$ cat config.mk
export PLATFORM = sky130hd
export DESIGN_NAME = event_flag_waiter_queue
export DESIGN_NICKNAME = d
export VERILOG_FILES = /design/src/rtl/efwq_pkg.sv /design/src/rtl/event_flag_waiter_queue.sv /design/src/rtl/efwq_ram.sv
export SDC_FILE = /design/constraint.sdc
export NUM_CORES = 1
export LEC_CHECK = 0
export BUFFER_PORTS_ARGS = -buffer_cell sky130_fd_sc_hd__buf_2
export CELL_PAD_IN_SITES_DETAIL_PLACEMENT = 2
export CELL_PAD_IN_SITES_GLOBAL_PLACEMENT = 2
export CORE_AREA = 2 2 128 130
export CTS_CLUSTER_DIAMETER = 50
export DETAILED_ROUTE_END_ITERATION = 16
export DIE_AREA = 0 0 130 132
export PLACE_DENSITY_LB_ADDON = 0.12
export SETUP_SLACK_MARGIN = 0.1
export SLEW_MARGIN = 10
export SYNTH_ARGS = -nofsm -noshare
export SYNTH_HDL_FRONTEND = slang
export SYNTH_SLANG_ARGS = --single-unit
$ cat constraint.sdc
create_clock -name clk -period 7.9 [get_ports clk]
set_input_delay 0.395 -clock clk [delete_from_list [all_inputs] [get_ports clk]]
set_output_delay 0.395 -clock clk [all_outputs]
set_load 0.05 [all_outputs]
$ cat src/rtl/efwq_pkg.sv
`default_nettype none
// ----------------------------------------------------------------------------
// efwq_pkg: shared definitions for the event flag waiter queue
// Operation and status codes, sequencer states and parameter defaults.
// ----------------------------------------------------------------------------
package efwq_pkg;

    localparam int MAX_WAITERS_DEF = 16;
    localparam int ID_BITS_DEF     = 8;
    localparam int ID_PORT_W       = 8;
    localparam int FUNC_W          = 3;
    localparam int STATUS_W        = 2;

    localparam logic [FUNC_W-1:0] FUNC_WAIT   = 3'd0;
    localparam logic [FUNC_W-1:0] FUNC_SET    = 3'd1;
    localparam logic [FUNC_W-1:0] FUNC_PULSE  = 3'd2;
    localparam logic [FUNC_W-1:0] FUNC_CLEAR  = 3'd3;
    localparam logic [FUNC_W-1:0] FUNC_CANCEL = 3'd4;

    localparam logic [STATUS_W-1:0] ST_DONE     = 2'd0;
    localparam logic [STATUS_W-1:0] ST_BLOCKED  = 2'd1;
    localparam logic [STATUS_W-1:0] ST_FULL     = 2'd2;
    localparam logic [STATUS_W-1:0] ST_NOTFOUND = 2'd3;

    typedef enum logic [2:0] {
        S_IDLE,
        S_RESP,
        S_REL,
        S_SRCH,
        S_SHFT
    } state_t;

endpackage
`default_nettype wire

$ cat src/rtl/event_flag_waiter_queue.sv
`default_nettype none
// ----------------------------------------------------------------------------
// event_flag_waiter_queue: event object with a FIFO of waiting task ids
// Holds an event flag and an ordered queue of waiter ids in a RAM, walked by
// a small sequencer over one read port and one write port.
//
// Input channel (in_valid/in_ready) carries func and waiter_id; output
// channel (out_valid/out_ready) carries one result per transaction, with
// last marking the final result of an operation.
// in_ready is high only while the sequencer is idle; one operation is
// processed at a time.
// Wait, clear and unused codes: one result, in the cycle after acceptance.
// Set and pulse: first result in the cycle after acceptance, then one result
// per cycle per queued waiter while the receiver is ready, oldest first, paced by the RAM read port.
// Cancel: searches the entries from the oldest, then moves each later entry
// up one slot, then gives one result.
// A stalled receiver holds the current result and freezes the sequencer.
// Reset clears the flag and empties the queue; the RAM needs no clearing.
// ----------------------------------------------------------------------------
module event_flag_waiter_queue #(
    parameter int MAX_WAITERS = efwq_pkg::MAX_WAITERS_DEF,
    parameter int ID_BITS     = efwq_pkg::ID_BITS_DEF
) (
    input  wire logic                              clk,
    input  wire logic                              rst_n,
    input  wire logic                              in_valid,
    output logic                                   in_ready,
    input  wire logic [efwq_pkg::FUNC_W-1:0]       func,
    input  wire logic [efwq_pkg::ID_PORT_W-1:0]    waiter_id,
    output logic                                   out_valid,
    input  wire logic                              out_ready,
    output logic                                   woken_valid,
    output logic      [efwq_pkg::ID_PORT_W-1:0]    woken_id,
    output logic      [efwq_pkg::STATUS_W-1:0]     status,
    output logic                                   flag_set,
    output logic                                   last
);

    import efwq_pkg::*;

    localparam int AW = (MAX_WAITERS > 1) ? $clog2(MAX_WAITERS) : 1;
    localparam int CW = $clog2(MAX_WAITERS + 1);
    localparam int IW = (ID_BITS > ID_PORT_W) ? ID_BITS : ID_PORT_W;

    state_t              state_reg, state_next;
    logic [CW-1:0]       count_reg, count_next;
    logic                flag_reg, flag_next;
    logic [AW-1:0]       idx_reg, idx_next;
    logic [ID_BITS-1:0]  id_reg, id_next;
    logic [STATUS_W-1:0] status_reg, status_next;

    logic                ram_we, ram_re;
    logic [AW-1:0]       ram_waddr, ram_raddr;
    logic [ID_BITS-1:0]  ram_wdata, ram_rdata;

    logic [IW-1:0]       in_id_wide, out_id_wide;
    logic [ID_BITS-1:0]  in_id;
    logic                in_fire, out_fire, idx_last, full;
    logic [AW-1:0]       idx_inc;

    assign in_id_wide  = IW'(waiter_id);
    assign in_id       = in_id_wide[ID_BITS-1:0];
    assign out_id_wide = IW'(ram_rdata);

    assign in_fire  = in_valid && in_ready;
    assign out_fire = out_valid && out_ready;
    assign idx_last = (CW'(idx_reg) == (count_reg - CW'(1)));
    assign idx_inc  = idx_reg + AW'(1);
    assign full     = (count_reg == CW'(MAX_WAITERS));

    efwq_ram #(
        .WIDTH (ID_BITS),
        .DEPTH (MAX_WAITERS),
        .AW    (AW)
    ) u_slots (
        .clk   (clk),
        .we    (ram_we),
        .waddr (ram_waddr),
        .wdata (ram_wdata),
        .re    (ram_re),
        .raddr (ram_raddr),
        .rdata (ram_rdata)
    );

    always_ff @(posedge clk or negedge rst_n)
    begin
        if (!rst_n)
        begin
            state_reg <= S_IDLE;
            count_reg <= '0;
            flag_reg  <= 1'b0;
        end
        else
        begin
            state_reg <= state_next;
            count_reg <= count_next;
            flag_reg  <= flag_next;
        end
    end

    always_ff @(posedge clk)
    begin
        idx_reg    <= idx_next;
        id_reg     <= id_next;
        status_reg <= status_next;
    end

    always_comb
    begin
        state_next  = state_reg;
        count_next  = count_reg;
        flag_next   = flag_reg;
        idx_next    = idx_reg;
        id_next     = id_reg;
        status_next = status_reg;
        ram_we      = 1'b0;
        ram_waddr   = count_reg[AW-1:0];
        ram_wdata   = in_id;
        ram_re      = 1'b0;
        ram_raddr   = idx_inc;

        in_ready    = (state_reg == S_IDLE);
        out_valid   = (state_reg == S_RESP) || (state_reg == S_REL);
        woken_valid = (state_reg == S_REL);
        woken_id    = woken_valid ? out_id_wide[ID_PORT_W-1:0] : '0;
        status      = (state_reg == S_REL) ? ST_DONE : status_reg;
        flag_set    = flag_reg;
        last        = (state_reg == S_REL) ? idx_last : 1'b1;

        case (state_reg)
            S_IDLE:
            begin
                if (in_fire)
                begin
                    status_next = ST_DONE;
                    state_next  = S_RESP;
                    idx_next    = '0;
                    id_next     = in_id;
                    ram_raddr   = '0;
                    case (func)
                        FUNC_WAIT:
                        begin
                            if (flag_reg)
                            begin
                                status_next = ST_DONE;
                            end
                            else if (full)
                            begin
                                status_next = ST_FULL;
                            end
                            else
                            begin
                                ram_we      = 1'b1;
                                count_next  = count_reg + CW'(1);
                                status_next = ST_BLOCKED;
                            end
                        end
                        FUNC_SET, FUNC_PULSE:
                        begin
                            if (func == FUNC_SET)
                            begin
                                flag_next = 1'b1;
                            end
                            if (count_reg != '0)
                            begin
                                ram_re     = 1'b1;
                                state_next = S_REL;
                            end
                        end
                        FUNC_CLEAR:
                        begin
                            flag_next = 1'b0;
                        end
                        FUNC_CANCEL:
                        begin
                            if (count_reg != '0)
                            begin
                                ram_re     = 1'b1;
                                state_next = S_SRCH;
                            end
                            else
                            begin
                                status_next = ST_NOTFOUND;
                            end
                        end
                        default:
                        begin
                            status_next = ST_DONE;
                        end
                    endcase
                end
            end
            S_RESP:
            begin
                if (out_fire)
                begin
                    state_next = S_IDLE;
                end
            end
            S_REL:
            begin
                if (out_fire)
                begin
                    if (idx_last)
                    begin
                        count_next = '0;
                        state_next = S_IDLE;
                    end
                    else
                    begin
                        ram_re   = 1'b1;
                        idx_next = idx_inc;
                    end
                end
            end
            S_SRCH:
            begin
                if (ram_rdata == id_reg)
                begin
                    if (idx_last)
                    begin
                        count_next  = count_reg - CW'(1);
                        status_next = ST_DONE;
                        state_next  = S_RESP;
                    end
                    else
                    begin
                        ram_re     = 1'b1;
                        idx_next   = idx_inc;
                        state_next = S_SHFT;
                    end
                end
                else if (idx_last)
                begin
                    status_next = ST_NOTFOUND;
                    state_next  = S_RESP;
                end
                else
                begin
                    ram_re   = 1'b1;
                    idx_next = idx_inc;
                end
            end
            S_SHFT:
            begin
                ram_we    = 1'b1;
                ram_waddr = idx_reg - AW'(1);
                ram_wdata = ram_rdata;
                if (idx_last)
                begin
                    count_next  = count_reg - CW'(1);
                    status_next = ST_DONE;
                    state_next  = S_RESP;
                end
                else
                begin
                    ram_re   = 1'b1;
                    idx_next = idx_inc;
                end
            end
            default:
            begin
                state_next = S_IDLE;
            end
        endcase
    end

    a_idle_no_result: assert property (@(posedge clk) disable iff (!rst_n)
        in_ready |-> !out_valid)
        else $error("input accepted while a result is pending");

    a_count_bound: assert property (@(posedge clk) disable iff (!rst_n)
        count_reg <= CW'(MAX_WAITERS))
        else $error("waiter count beyond queue depth");

    a_release_empties: assert property (@(posedge clk) disable iff (!rst_n)
        (out_fire && woken_valid && last) |=> (count_reg == '0))
        else $error("queue not empty after final wakeup");

    a_wake_status: assert property (@(posedge clk) disable iff (!rst_n)
        woken_valid |-> (status == ST_DONE && count_reg != '0))
        else $error("wakeup without a queued waiter");

endmodule
`default_nettype wire

$ cat src/rtl/efwq_ram.sv
`default_nettype none
// ----------------------------------------------------------------------------
// efwq_ram: generic single write, single read RAM
// One write port, one read port with registered read data.
// ----------------------------------------------------------------------------
module efwq_ram #(
    parameter int WIDTH = 8,
    parameter int DEPTH = 16,
    parameter int AW    = (DEPTH > 1) ? $clog2(DEPTH) : 1
) (
    input  wire logic             clk,
    input  wire logic             we,
    input  wire logic [AW-1:0]    waddr,
    input  wire logic [WIDTH-1:0] wdata,
    input  wire logic             re,
    input  wire logic [AW-1:0]    raddr,
    output logic      [WIDTH-1:0] rdata
);

    logic [WIDTH-1:0] mem [DEPTH];
    logic [WIDTH-1:0] rdata_reg;

    always_ff @(posedge clk)
    begin
        if (we)
        begin
            mem[waddr] <= wdata;
        end
        if (re)
        begin
            rdata_reg <= mem[raddr];
        end
    end

    assign rdata = rdata_reg;

endmodule
`default_nettype wire
==> impl_metrics.yaml <==
outcome:
  status: "finished clean"
detailed_routing:
  route.met2.wl_microns: 11400
  drt_wl_total_microns: 21700
  dr.pass1.iters: 4
  via_count: 4820
  viasPerCell: 5.99
  drt_iter0_markers: 344
  drc: 0
  wl_per_cell_microns: 26.9
  m1WireLength_microns: 8960
  route.met3.wl_microns: 709
  ant_nets: 0
  dr.max_layer_used: "met4"
setup_path:
  crit_cells: 9
  cp_slowest_cell: "buf_4"
  start_kind: "flop"
  cp_num_buf_inv: 2
  critPathMaxFanout: 47
  crit_type: "flop to flop"
  critPathCaptureType: "flop"
  worstReg2RegEnd: "u_slots.rdata[2]$_DFFE_PP_"
  r2r_cells: 9
  reg2reg_slack_ns: 4.36
  required_ns: 8.08
  crit_path_max_incr_delay_ns: 0.52
  worstPathCellList: "buf_4 -> ha_1 -> xor2_4 -> buf_4 -> nand2_1 -> o22ai_1 -> nand2_1 -> a221oi_1 -> a21oi_1"
  path_delay_family: "buffers and inverters"
  worstReg2RegStart: "idx_reg[0]$_SDFFCE_PN0P_"
  critPathArrivalTime_ns: 3.72
finish:
  syn_to_final_growth_pct: 12.5
  largest_reg_flops: 128
  n_antenna_cell: 0
  mostFrequentLayoutCells: "edfxtp_1, nand2_1, nor2_1"
  fill_cells: 1470
  post_route_cells_drive_above_1_share_pct: 14.4
  nets: 595
  regArea_sq_um: 4730
  multi_input_area_sq_um: 2380
  final_common_cell: "edfxtp_1"
  stdcell_count: 805
placed_design:
  place.gp.congestion: 0.808
  portBuffers: 29
  post-place-cells: 772
  preCtsSetupSlack_ns: 4.48
  dp_hpwl_microns: 15100
logic_synthesis:
  yosysTopAreaCell: "edfxtp_1"
  ys_warn_count: 0
  synth_edf_count: 150
  syn-instance-count: 560
  synth_cell_types: 59
  synthDominantCellAreaShare_pct: 61.6
  synth-seq-cells: 159
  synth_nets: 579
  syn-cell-area_sq_um: 7310
  syn-mean-instance-area_sq_um: 13.1
  synth-main-ff-cell: "edfxtp_1"
  async_flop_share_pct: 5.66
  ys_seq_area_share_pct: 64.7
  ys_top_cells_by_area: "edfxtp_1, nand2_1, mux4_2"
min_path:
  hold_start: "waiter_id[4]"
  hold_end: "id_reg[4]$_DFFE_PP_"
  whs_path_depth: 1
  hold_class: "primary input to flop"
clock_tree:
  clkLatencyLatePin_ns: 0.43
  cts_buffers: 17
  cts_sinks: 159
  h-tree-depth: 4
  cts.path.max_buffers: 2
  cts_tree: "done"
  cts-root-buf: "clkbuf_16"
  clk_pin_slew_worst_paths_ns: 0.08
sta:
  whs_ns: 0.160
  fin_setup_tns_ns: 0
  period_share_pct: 44.8
  finClkSkew_ns: 0.00648
  drv_slew: 0
  hold_viol_final: 0
  layout_setup_ws_ns: 4.36
  fmax_mhz: 282
  period_minus_slack_ns: 3.54
  setup_violations: 0
  tightest_slew_ns: 1.10
  maxSlewHeadroom_pct: 26.2
  rsz0062_at_grt: "no"
global_routing:
  antenna_found_initial: 0
  grt_usage_pct: 26.7
  grt_pass1_wl_microns: 33300
  grt_pass1_vias: 5341
  grt-ovfl-total: 0
  grt_max_degree: 48
floorplanning:
  core_area_sq_um: 15700
  io_pins: 30
  initial_utilization_pct: 46.5
  fp.dieW_microns: 130
  dieArea_sq_um: 17200
  num_rows: 46
  dieHeight_microns: 132
power:
  seqPwrFrac_pct: 34.0
  p_clk_share_pct: 24.7
  p_switching_mw: 1.46
  leakage_nw: 2.80
  power.density_nw_per_um2: 416
  p_int_mw: 1.95
  ir_drop_mv: 0.219
  p_comb_share_pct: 41.3
  swShare_pct: 42.8
run:
  max_cap_violations: 0
## worst max-delay path by stage
| stage | slack, ns | end | startpoint |
|---|---|---|---|
| floorplan | 5.21 | u_slots.mem[1][0]$_DFFE_PP_ | count_reg[0]$_DFFE_PN0P_ |
| global placement | 4.57 | u_slots.rdata[2]$_DFFE_PP_ | idx_reg[0]$_SDFFCE_PN0P_ |
| detailed placement | 4.48 | u_slots.rdata[2]$_DFFE_PP_ | idx_reg[0]$_SDFFCE_PN0P_ |
| CTS | 4.35 | u_slots.rdata[2]$_DFFE_PP_ | idx_reg[0]$_SDFFCE_PN0P_ |
| global route | 4.15 | u_slots.rdata[7]$_DFFE_PP_ | idx_reg[0]$_SDFFCE_PN0P_ |
| finish | 4.36 | u_slots.rdata[2]$_DFFE_PP_ | idx_reg[0]$_SDFFCE_PN0P_ |
## area by class of cell
type,count,share of cell area (%)
Sequential cell,159,57.5
Multi-Input combinational cell,355,29.0
Clock buffer,17,5.17
Tap cell,216,3.29
Clock inverter,15,2.31
Timing Repair Buffer,34,2.25
Inverter,9,0.472
## cell families (layout without fill, tap and decap cells)
group / Yosys count / in the layout / share of synthesized area (%)
AOI/OAI and AO/OA: 115 / 115 / 10.8
xor gates and xnor gates: 24 / 24 / 3.35
adders and majority gates: 4 / 4 / 0.685
buffers and inverters: 46 / 75 / 2.93
DFF: 159 / 159 / 64.7
muxes: 25 / 25 / 5.77
and+or+nand+nor: 187 / 187 / 11.8
## through the flow
stage          utilization, %  total power, mW  cell area [sq um]
5_1_grt                  52.3             3.58               8220
4_1_cts                  52.3             3.43               8220
3_5_place_dp             48.4             2.57               7600
6_report                 52.3             3.42               8220
2_1_floorplan               -             2.16               7310
3_3_place_gp             48.4             2.51               7600
## routing by layer
| metal | track usage (%) | up-vias |
|---|---|---|
| met5 | 0 | - |
| met4 | 10.9 | 0 |
| met3 | 4.55 | 36 |
| met2 | 46.5 | 107 |
| met1 | 32.9 | 2518 |
| li1 | - | 2159 |
## cell usage after synthesis (2+ instances only)
master	count
mux4_2	11
or3_1	5
mux4_1	2
nand3_1	14
clkbuf_1	21
o21ai_1	5
o221ai_1	9
xnor3_1	2
and3_1	2
nand4_1	6
a311o_1	2
buf_2	11
a221oi_1	4
nor4_1	2
nand2_1	79
inv_1	8
nand3b_1	4
mux2i_1	11
a211oi_1	5
o211ai_1	9
a32oi_1	5
a31oi_1	6
buf_1	2
xor2_1	5
and2_1	10
xnor2_1	16
nand2b_1	2
a22oi_1	3
edfxtp_1	150
ha_1	4
o22ai_1	8
a21oi_1	30
dfrtp_1	9
nor2_1	42
o211a_1	3
o21ai_0	15
nor3_1	8
buf_6	3
nor2b_1	7
## power by group through the flow
| stage | clock network [mW] | registers, mW | logic [mW] |
|---|---|---|---|
| final | 0.844 | 1.16 | 1.41 |
| after CTS | 0.854 | 1.16 | 1.42 |
| after floorplan | 0 | 1.09 | 1.07 |
| after global routing | 0.883 | 1.18 | 1.52 |
| after detailed placement | 0 | 1.18 | 1.39 |
| after global placement | 0 | 1.17 | 1.33 |
## timing repair
| item | CTS | global route |
|---|---|---|
| hold buffers | 1 | 0 |
| resized for setup | 0 | 0 |
| hold endpoints to repair | 9 | 0 |
| buffers inserted | 0 | 0 |
No activity file was read; power rests on OpenSTA's default activity.
